## src/sv/wdwr_pkg.sv

```systemverilog
// ----------------------------------------------------------------------------
// wdwr_pkg: shared types and constants of the weighted draw block
// Field widths, operation and status codes, register indexes and the beat
// structs of the item and result channels.
// ----------------------------------------------------------------------------
package wdwr_pkg;

  localparam int TABLE_DEPTH_DEF = 512;

  localparam int OP_W        = 2;
  localparam int IDX_FIELD_W = 9;
  localparam int SCORE_W     = 16;
  localparam int RND_W       = 31;
  localparam int STATUS_W    = 2;
  localparam int MAX_SCORE_W = 10;
  localparam int COUNT_W     = 10;
  localparam int CFG_DATA_W  = 10;
  localparam int CFG_IDX_W   = 1;

  // Largest weight is 1023 + 32768 + 1, which fits 16 unsigned bits.
  localparam int WEIGHT_W = 16;

  localparam logic [MAX_SCORE_W-1:0] MAX_SCORE_RST   = 10'd10;
  localparam logic [COUNT_W-1:0]     ENTRY_COUNT_RST = 10'd0;

  localparam logic [CFG_IDX_W-1:0] CFG_MAX_SCORE   = 1'b0;
  localparam logic [CFG_IDX_W-1:0] CFG_ENTRY_COUNT = 1'b1;

  localparam logic signed [SCORE_W-1:0] SCORE_TOP    = 16'sh7FFF;
  localparam logic signed [SCORE_W-1:0] SCORE_BOTTOM = 16'sh8000;

  typedef enum logic [OP_W-1:0] {
    OP_WRITE = 2'd0,
    OP_CLEAR = 2'd1,
    OP_DRAW  = 2'd2,
    OP_GRADE = 2'd3
  } op_t;

  typedef enum logic [STATUS_W-1:0] {
    ST_OK      = 2'd0,
    ST_EMPTY   = 2'd1,
    ST_NO_DRAW = 2'd2
  } status_t;

  typedef struct packed {
    op_t                       operation;
    logic [IDX_FIELD_W-1:0]    entry_index;
    logic signed [SCORE_W-1:0] score_value;
    logic [RND_W-1:0]          random_value;
    logic                      answer_correct;
  } in_beat_t;

  typedef struct packed {
    status_t                   status;
    logic [IDX_FIELD_W-1:0]    drawn_index;
    logic signed [SCORE_W-1:0] score_now;
  } out_beat_t;

  localparam out_beat_t RES_ZERO = '{status: ST_OK, drawn_index: '0, score_now: '0};

endpackage

```

## src/sv/wdwr_divider.sv

```systemverilog
// ----------------------------------------------------------------------------
// wdwr_divider: sequential remainder unit
// Restoring division of the random value by the total weight, one quotient
// bit per cycle; only the remainder is kept.
// ----------------------------------------------------------------------------
module wdwr_divider import wdwr_pkg::*; #(
  parameter int DIV_W = WEIGHT_W + $clog2(TABLE_DEPTH_DEF + 1)
) (
  input  logic             clk,
  input  logic             rst_n,
  input  logic             start,
  input  logic [RND_W-1:0] dividend,
  input  logic [DIV_W-1:0] divisor,
  output logic             done,
  output logic [DIV_W-1:0] remainder
);

  localparam int CNT_W = $clog2(RND_W + 1);

  logic [RND_W-1:0] dvd_r;
  logic [DIV_W-1:0] rem_r;
  logic [CNT_W-1:0] cnt_r;
  logic             busy_r;
  logic             done_r;
  logic [DIV_W:0]   rem_sh;
  logic [DIV_W:0]   diff;

  // The partial remainder stays below the divisor, so the shifted value
  // stays below twice the divisor and one extra bit holds the sign.
  assign rem_sh = {rem_r, dvd_r[RND_W-1]};
  assign diff   = rem_sh - {1'b0, divisor};

  always_ff @(posedge clk) begin
    if (!rst_n) begin
      busy_r <= 1'b0;
      done_r <= 1'b0;
      cnt_r  <= '0;
    end else begin
      done_r <= 1'b0;
      if (start) begin
        busy_r <= 1'b1;
        cnt_r  <= CNT_W'(RND_W);
      end else if (busy_r) begin
        cnt_r <= cnt_r - CNT_W'(1);
        if (cnt_r == CNT_W'(1)) begin
          busy_r <= 1'b0;
          done_r <= 1'b1;
        end
      end
    end
  end

  always_ff @(posedge clk) begin
    if (start) begin
      dvd_r <= dividend;
      rem_r <= '0;
    end else if (busy_r) begin
      dvd_r <= dvd_r << 1;
      rem_r <= diff[DIV_W] ? rem_sh[DIV_W-1:0] : diff[DIV_W-1:0];
    end
  end

  assign done      = done_r;
  assign remainder = rem_r;

endmodule

```

## config.mk

```make
export PLATFORM = sky130hd
export DESIGN_NAME = wdwr_divider
export DESIGN_NICKNAME = d
export VERILOG_FILES = /design/src/sv/wdwr_pkg.sv /design/src/sv/wdwr_divider.sv
export SDC_FILE = /design/constraint.sdc
export NUM_CORES = 1
export LEC_CHECK = 0
export BUFFER_PORTS_ARGS = -buffer_cell sky130_fd_sc_hd__clkbuf_2
export CORE_UTILIZATION = 50
export CTS_CLUSTER_SIZE = 25
export DETAILED_ROUTE_END_ITERATION = 16
export GPL_ROUTABILITY_DRIVEN = 0
export GPL_TIMING_DRIVEN = 0
export MAX_ROUTING_LAYER = met4
export PLACE_DENSITY = 0.83
export SYNTH_ARGS = -nofsm -noshare
export SYNTH_HDL_FRONTEND = slang
export SYNTH_SLANG_ARGS = --single-unit
```

## constraint.sdc

```tcl
create_clock -name clk -period 2.4 [get_ports clk]
set_clock_uncertainty 0.05 [all_clocks]
set_input_delay 0.24 -clock clk [delete_from_list [all_inputs] [get_ports clk]]
set_output_delay 0.24 -clock clk [all_outputs]
set_load 0.05 [all_outputs]
```

# == Word level (Yosys, flattened, before mapping) ==
# Cells that the tools add are included.
# word_totals
ff_bits,64
latchBits,0
ramBits,0
romBits,0
inputBits,60
out_inout_bits,27
elab_cells,21
memories,0
# op_classes
n_addsub,2
multipliers,0
n_div,0
order_cmp,0
eq_ne,1
shift,0
muxes,9
n_bitwise,2
n_reduce_logical,2
# op_table
cell,count
$mux 31,2
$sub 27x26->27,1
$mux 26,1
$mux 5,2
$eq 5x1->1 const B,1
$sub 5x1->5 const B,1
$mux 1,4
$reduce_or 3->1,1
$not 1->1,2
$reduce_bool 2->1,1

# == Logic depth before layout (Yosys ltp) ==
# Gate-level depths: netlist of run 1.
# logic_depth
depth_word,4
ltp_mapped,12

# == Worst setup path before layout of run 1 ==
# Ideal clock, no wire load.
# synth_timing
path_kind,register to register
from,reg rem_r[0] (netlist: remainder[0])
to,reg rem_r[18] (netlist: remainder[18])
setup_ps,88
t_arrival_ps,2813
setup_slack_ps,-551
path_stages_with_launch,12
synth_period_minus_slack_ps,2951
cell_sequence,dfxtp_1 inv_1 fa_1 nor2b_4 o31a_4 o22ai_4 o311ai_4 a31oi_4 xnor2_4 buf_6 and3_4 nor4_2
# synth_between
elab_chain_cells,2
# synth_rtl
element,line_no,text
"start, declared",wdwr_divider.sv:21,logic [DIV_W-1:0] rem_r;
"start signal, assigned",wdwr_divider.sv:59,rem_r <= diff[DIV_W] ? rem_sh[DIV_W-1:0] : diff[DIV_W-1:0];
$sub 27x26->27,wdwr_divider.sv:31,"assign diff = rem_sh - {1'b0, divisor};"
$mux 26,wdwr_divider.sv:59,
# No other way between the ends.
# A chain may end at the register's enable or synchronous reset.

# == Worst setup path after layout of run 1 ==
# layout_timing
from,reg dvd_r[30]
to,reg rem_r[15] (netlist: remainder[15])
# layout_between
elab_chain_cells,2
# layout_rtl
element,line_no,text
"start, declared",wdwr_divider.sv:20,logic [RND_W-1:0] dvd_r;
"start signal, assigned",wdwr_divider.sv:55,dvd_r <= dividend;
"start signal, assigned",wdwr_divider.sv:58,dvd_r <= dvd_r << 1;
$sub 27x26->27,wdwr_divider.sv:31,
$mux 26,wdwr_divider.sv:59,
# No other way between the ends.

==> flow_summary.ini, run 1 <==
[global_route]
grt_pass1_vias = 3525
grt_max_degree = 17
grt_pass1_wl_um = 16600
grtUsageTotal_pct = 24.7
antenna_found_initial = 0
grt_overflow = 0

[synth]
ys_seq_area_share_pct = 36.7
synth_edf_count = 31
synth_nets = 539
yosys_warnings = 0
syn_inst = 450
avgSynthCellArea_um2 = 9.64
ys.flop_type = dfxtp_1
synth_cell_type_count = 69
synth.top_cells.by_area = edfxtp_1, dfxtp_1, ha_1
syn_area_um2 = 4340
synth_top_area_share_pct = 21.5
async_reset_ff_share_pct = 0
ys_ff_latch = 64
synth_top_area_cell = edfxtp_1

[route]
avgViaCountPerCell = 5.65
wire_per_inst_um = 16.3
ant_nets = 0
vias = 3785
routed_wl_um = 10900
drcViolationCount = 0
drt_iter0_drc = 162
drt_first_pass_iters = 5

[floorplanning]
core_um2 = 8300
dieHeight_um = 95.1
start_util_pct = 52.3
dieArea_um2 = 9050
num_rows = 33
pin_count = 87
die_w_um = 95.1

[power]
p_per_area_nw_per_um2 = 570
leakage_nw = 2.36
ir_drop_mv = 0.323
power_mw = 3.09

[final_layout]
drive_above_1_share_pct = 37.3
stdcell_area_um2 = 5430
antenna_cells = 0
fin_cells = 670
ff_latch_area_um2 = 1640
layout_commonest_cell = clkbuf_2
layout.nets = 649
final_cell_mix = clkbuf_2, nor2_1, inv_1
area.growth.synth_to_final_pct = 25.2
nFillCells = 667
multi_input_area_um2 = 2610

[critical_path]
cp.required_ns = 2.55
worstPathArrival_ns = 2.97
cp_slowest_cell = fa_2
cp-end-kind = flip-flop
crit_type = flip-flop to flip-flop
start_kind = flip-flop
cp_cell_sequence = inv_2, ha_4, fa_2, nor2b_4, o31a_4, o22ai_4, o311ai_4, a31oi_4, xnor2_4, buf_12, buf_8, mux2i_2, a211oi_2
r2r_cells = 13
worstPathMaxFanout = 7
cp_slowest_stage_delay_ns = 0.36

[placement]
placed_cell_area_um2 = 4990
dp_hpwl_um = 7690
dp_cells = 640
port_buffers = 85

[clock_network]
numClockSinks = 64
cts.reportedPaths.clkPinSlew_ns = 0.08
insertion_delay_ns = 0.35
clk_path_buf_depth = 2
cts-root-buf = clkbuf_8
cts_buffers = 9
tritoncts = yes
h-tree-depth = 3

[flow_run]
cap_violations = 0

[timing]
fmax_mhz = 355
whs_ns = 0.129
slew_headroom_pct = 58.7
finalSetupViolCount = 26
hold_viol = 0
tightest_slew_ns = 0.619
period_minus_slack_ns = 2.82
layout_setup_ws_ns = -0.420
finalCritPeriodShare_pct = 118
finalMaxSlewViolations = 0
rsz0062_at_grt = yes

[hold_path]
worstHoldPathCells = 2
hp-class = input port to flip-flop

[outcome]
outcome = finished with violations
violations = negative setup slack
## cell type report
class | instances | area share [%]
plain buffers | 23 | 2.26
repair buffers | 99 | 10.8
flip-flops and latches | 64 | 30.2
multi-input cells | 325 | 48.0
well taps | 105 | 2.42
repair inverters | 1 | 0.138
clock buffers | 9 | 2.28
inverters | 37 | 2.63
clock inverters | 7 | 1.31
## metal layers
metal / track usage, % / vias up / share of wire, %
li1: - / 1834 / -
met4: 10.5 / 0 / 3.1
met3: 5.18 / 32 / 5.3
met2: 39.3 / 136 / 49
met5: - / - / 0
met1: 30.4 / 1783 / 43
## state kept, by name, indices dropped and copies added (netlist names)
register / count
busy_r: 1
cnt_r: 5
done: 1
dvd_r: 31
remainder: 26
## final timing paths
path                              startpoint             to  slack, ns
worst max-delay path               dvd_r[30]  remainder[15]      -0.42
worst min-delay path             dividend[0]       dvd_r[0]       0.13
worst max register to register     dvd_r[30]  remainder[15]      -0.42
worst min register to register  remainder[7]   remainder[7]       0.43
## critical path, delay by kind of cell, from the launching register on
kind                     cells  cell delay [ns]
AND/OR/NAND/NOR              1             0.14
buffers and inverters        3             0.34
XOR/XNOR                     1             0.20
AO/OA/AOI/OAI                5             0.84
flip-flops                   1             0.34
adder cells (fa/ha/maj)      2             0.51
multiplexers                 1             0.24
## power by group
group | switching [mW] | total, mW | internal (mW)
Sequential | 0.0568 | 1.31 | 1.25
Combinational | 0.497 | 0.864 | 0.367
Clock | 0.446 | 0.924 | 0.479
Total | 0.999 | 3.09 | 2.10
## cell families (layout without fill, tap and decap cells)
kind of cell             count (synthesis)  count (layout)  synth area share (%)
adder cells (fa/ha/maj)                 29              29                  8.54
AO/OA/AOI/OAI                          104             104                  17.7
buffers and inverters                   61             176                  5.83
flip-flops                              64              64                  36.7
multiplexers                            50              50                  12.4
AND/OR/NAND/NOR                        119             119                  13.7
XOR/XNOR                                23              23                  5.08
## stage by stage
| step | setup TNS [ns] | setup WS [ns] | util [%] |
|---|---|---|---|
| global placement | -10.60 | -0.344 | 60.1 |
| global route | -11.27 | -0.515 | 65.4 |
| finish | -8.59 | -0.420 | 65.4 |
| floorplan | -2.17 | -0.136 | - |
| CTS | -7.20 | -0.358 | 64.3 |
| detailed placement | -13.77 | -0.424 | 60.1 |
## synthesized netlist by cell type (all sizes together), types with 5 or more instances
cell type	instances
mux2i	20
clkbuf	17
ha	28
edfxtp	31
inv	37
a21o	7
nor2b	5
a21oi	22
nand3	6
a211oi	10
nand2	31
nand2b	6
xor2	8
mux2	30
dfxtp	33
buf	7
xnor2	15
nor2	41
and2	5
o21ai	23
nor3	6
## timing repair
action,4_1_cts,5_1_grt
gates resized for setup,24,4
gates cloned,1,2
pin swaps,12,9
setup endpoints to repair,57,26
buffers inserted,10,2
hold buffers,0,0
No activity file was read; power rests on OpenSTA's default activity.
==> inputs of run 2 (changes only) <==
==> constraint.sdc (replaced) <==
create_clock -name clk -period 2.4 [get_ports clk]
set_clock_uncertainty 0.05 [all_clocks]
set_input_delay 0.24 -clock clk [delete_from_list [all_inputs] [get_ports clk]]
set_output_delay 0.24 -clock clk [all_outputs]
set_load 0.01 [all_outputs]
==> run 2 against run 1 <==
  * The flow still finishes with violations (negative setup slack)
  * Die area stayed put
  * Setup slack improved by 0.0064 ns
  * Utilization fell by 1.2 points
  * Hold slack better by 0.019 ns
  * Critical endpoint is now remainder[5]
  * Sequential share of layout area down 0.22 points
==> flow_summary.ini, run 2 (synthesis results as in run 1) <==
[outcome]
outcome = finished with violations
violations = negative setup slack

[critical_path]
worstPathArrival_ns = 2.95
cp_cell_sequence = inv_2, ha_4, fa_2, nor2b_4, o31a_4, o22ai_4, o311ai_4, a31oi_4, xnor2_4, buf_8, mux2i_1, a211oi_1
cp_slowest_stage_delay_ns = 0.36
cp-end-kind = flip-flop
crit_type = flip-flop to flip-flop
start_kind = flip-flop
worstPathMaxFanout = 10
cp.required_ns = 2.53
cp_slowest_cell = fa_2

[flow_run]
cap_violations = 0

[final_layout]
stdcell_area_um2 = 5330
antenna_cells = 0
layout_commonest_cell = clkbuf_2
final_cell_mix = clkbuf_2, nor2_1, inv_1
layout.nets = 648
largest_reg_flops = 31
area.growth.synth_to_final_pct = 22.9
drive_above_1_share_pct = 33.0
largest_register = dvd_r

[floorplanning]
pin_count = 87
dieArea_um2 = 9050
core_um2 = 8300
dieHeight_um = 95.1
die_w_um = 95.1
start_util_pct = 52.3
num_rows = 33

[placement]
dp_hpwl_um = 7640
port_buffers = 85
placed_cell_area_um2 = 4900

[route]
drcViolationCount = 0
wl_met3_um = 579
vias = 3788
wl_met1_um = 4570
ant_nets = 0
routed_wl_um = 10900
wire_per_inst_um = 16.4
highest_layer = met4
avgViaCountPerCell = 5.66
drt_first_pass_iters = 5
drt_iter0_drc = 227
wl_met2_um = 5460

[timing]
whs_ns = 0.148
finalCritPeriodShare_pct = 117
finalMaxSlewViolations = 0
slew_headroom_pct = 60.4
hold_viol = 0
fmax_mhz = 355
setup_tns_ns = -8.88
tightest_slew_ns = 0.594
rsz0062_at_grt = yes
finalSetupViolCount = 26
period_minus_slack_ns = 2.81
layout_setup_ws_ns = -0.414

[power]
p_per_area_nw_per_um2 = 562
combPwrFrac_pct = 26.0
ir_drop_mv = 0.352
p_sw_share_pct = 30.3
p_switching_mw = 0.909
pwr-share-clk_pct = 30.4
leakage_nw = 2.32
seq_power_share_pct = 43.6
p_int_mw = 2.09

[clock_network]
h-tree-depth = 3
cts_buffers = 9
clk_path_buf_depth = 2
tritoncts = yes
numClockSinks = 64
cts.reportedPaths.clkPinSlew_ns = 0.08
insertion_delay_ns = 0.34
cts-root-buf = clkbuf_8

[global_route]
grtUsageTotal_pct = 25.4
grt_pass1_wl_um = 17100
antenna_found_initial = 0
grt_pass1_vias = 3727
grt_overflow = 0
grt_max_degree = 17

[hold_path]
hp-class = input port to flip-flop
[run 2: through the flow]
step	setup WS [ns]	std cells	power [mW]	utilization [%]
floorplan	-0.103	450	1.83	-
global placement	-0.419	640	1.99	59.1
detailed placement	-0.470	640	2.02	59.1
CTS	-0.356	664	2.97	62.9
global route	-0.554	669	3.14	64.2
finish	-0.414	669	3.00	64.2
[run 2: layout make-up]
cell class,count,area [um2]
clock buffers,10,128
clock inverters,6,60.1
flip-flops and latches,64,1600
repair inverters,1,7.51
repair buffers,98,556
well taps,105,131
multi-input cells,325,2590
plain buffers,23,121
inverters,37,143
fillers,675,2970
[run 2: repair_timing]
| item | in CTS | in global routing |
|---|---|---|
| hold buffers | 0 | 0 |
| pin swaps | 5 | 7 |
| setup buffers | 6 | 6 |
| gates cloned | 2 | 0 |
| gates resized for setup | 15 | 22 |
| endpoints found under the setup margin | 57 | 26 |
[run 2: power by group through the flow]
stage          sequential [mW]  clock [mW]  combinational, mW
3_5_place_dp              1.33           0              0.698
2_1_floorplan             1.32           0              0.506
3_3_place_gp              1.32           0              0.671
6_report                  1.31       0.911              0.778
4_1_cts                   1.30       0.922              0.740
5_1_grt                   1.32       0.967              0.853
[run 2: layer usage]
metal,global-route usage (%),up-vias
met2,42.3,146
li1,-,1838
met4,12.4,0
met5,-,-
met3,3.83,40
met1,29.7,1764
[run 2: worst max-delay path: cells and delay by family, from the launching register on]
kind	cells	cell delay (ns)
compound gates	5	0.81
xor+xnor	1	0.32
fa+ha+maj	2	0.52
buf+inv	2	0.27
flops	1	0.34
mux	1	0.23
simple gates	1	0.13
[run 2: final timing paths]
check | startpoint | endpoint | slack [ns] | cells past startpoint
worst max-delay path | dvd_r[30] | remainder[5] | -0.41 | 12
worst min-delay path | dividend[23] | dvd_r[23] | 0.15 | 2
worst max register to register | dvd_r[30] | remainder[5] | -0.41 | 12
worst min register to register | remainder[20] | remainder[20] | 0.45 | 2
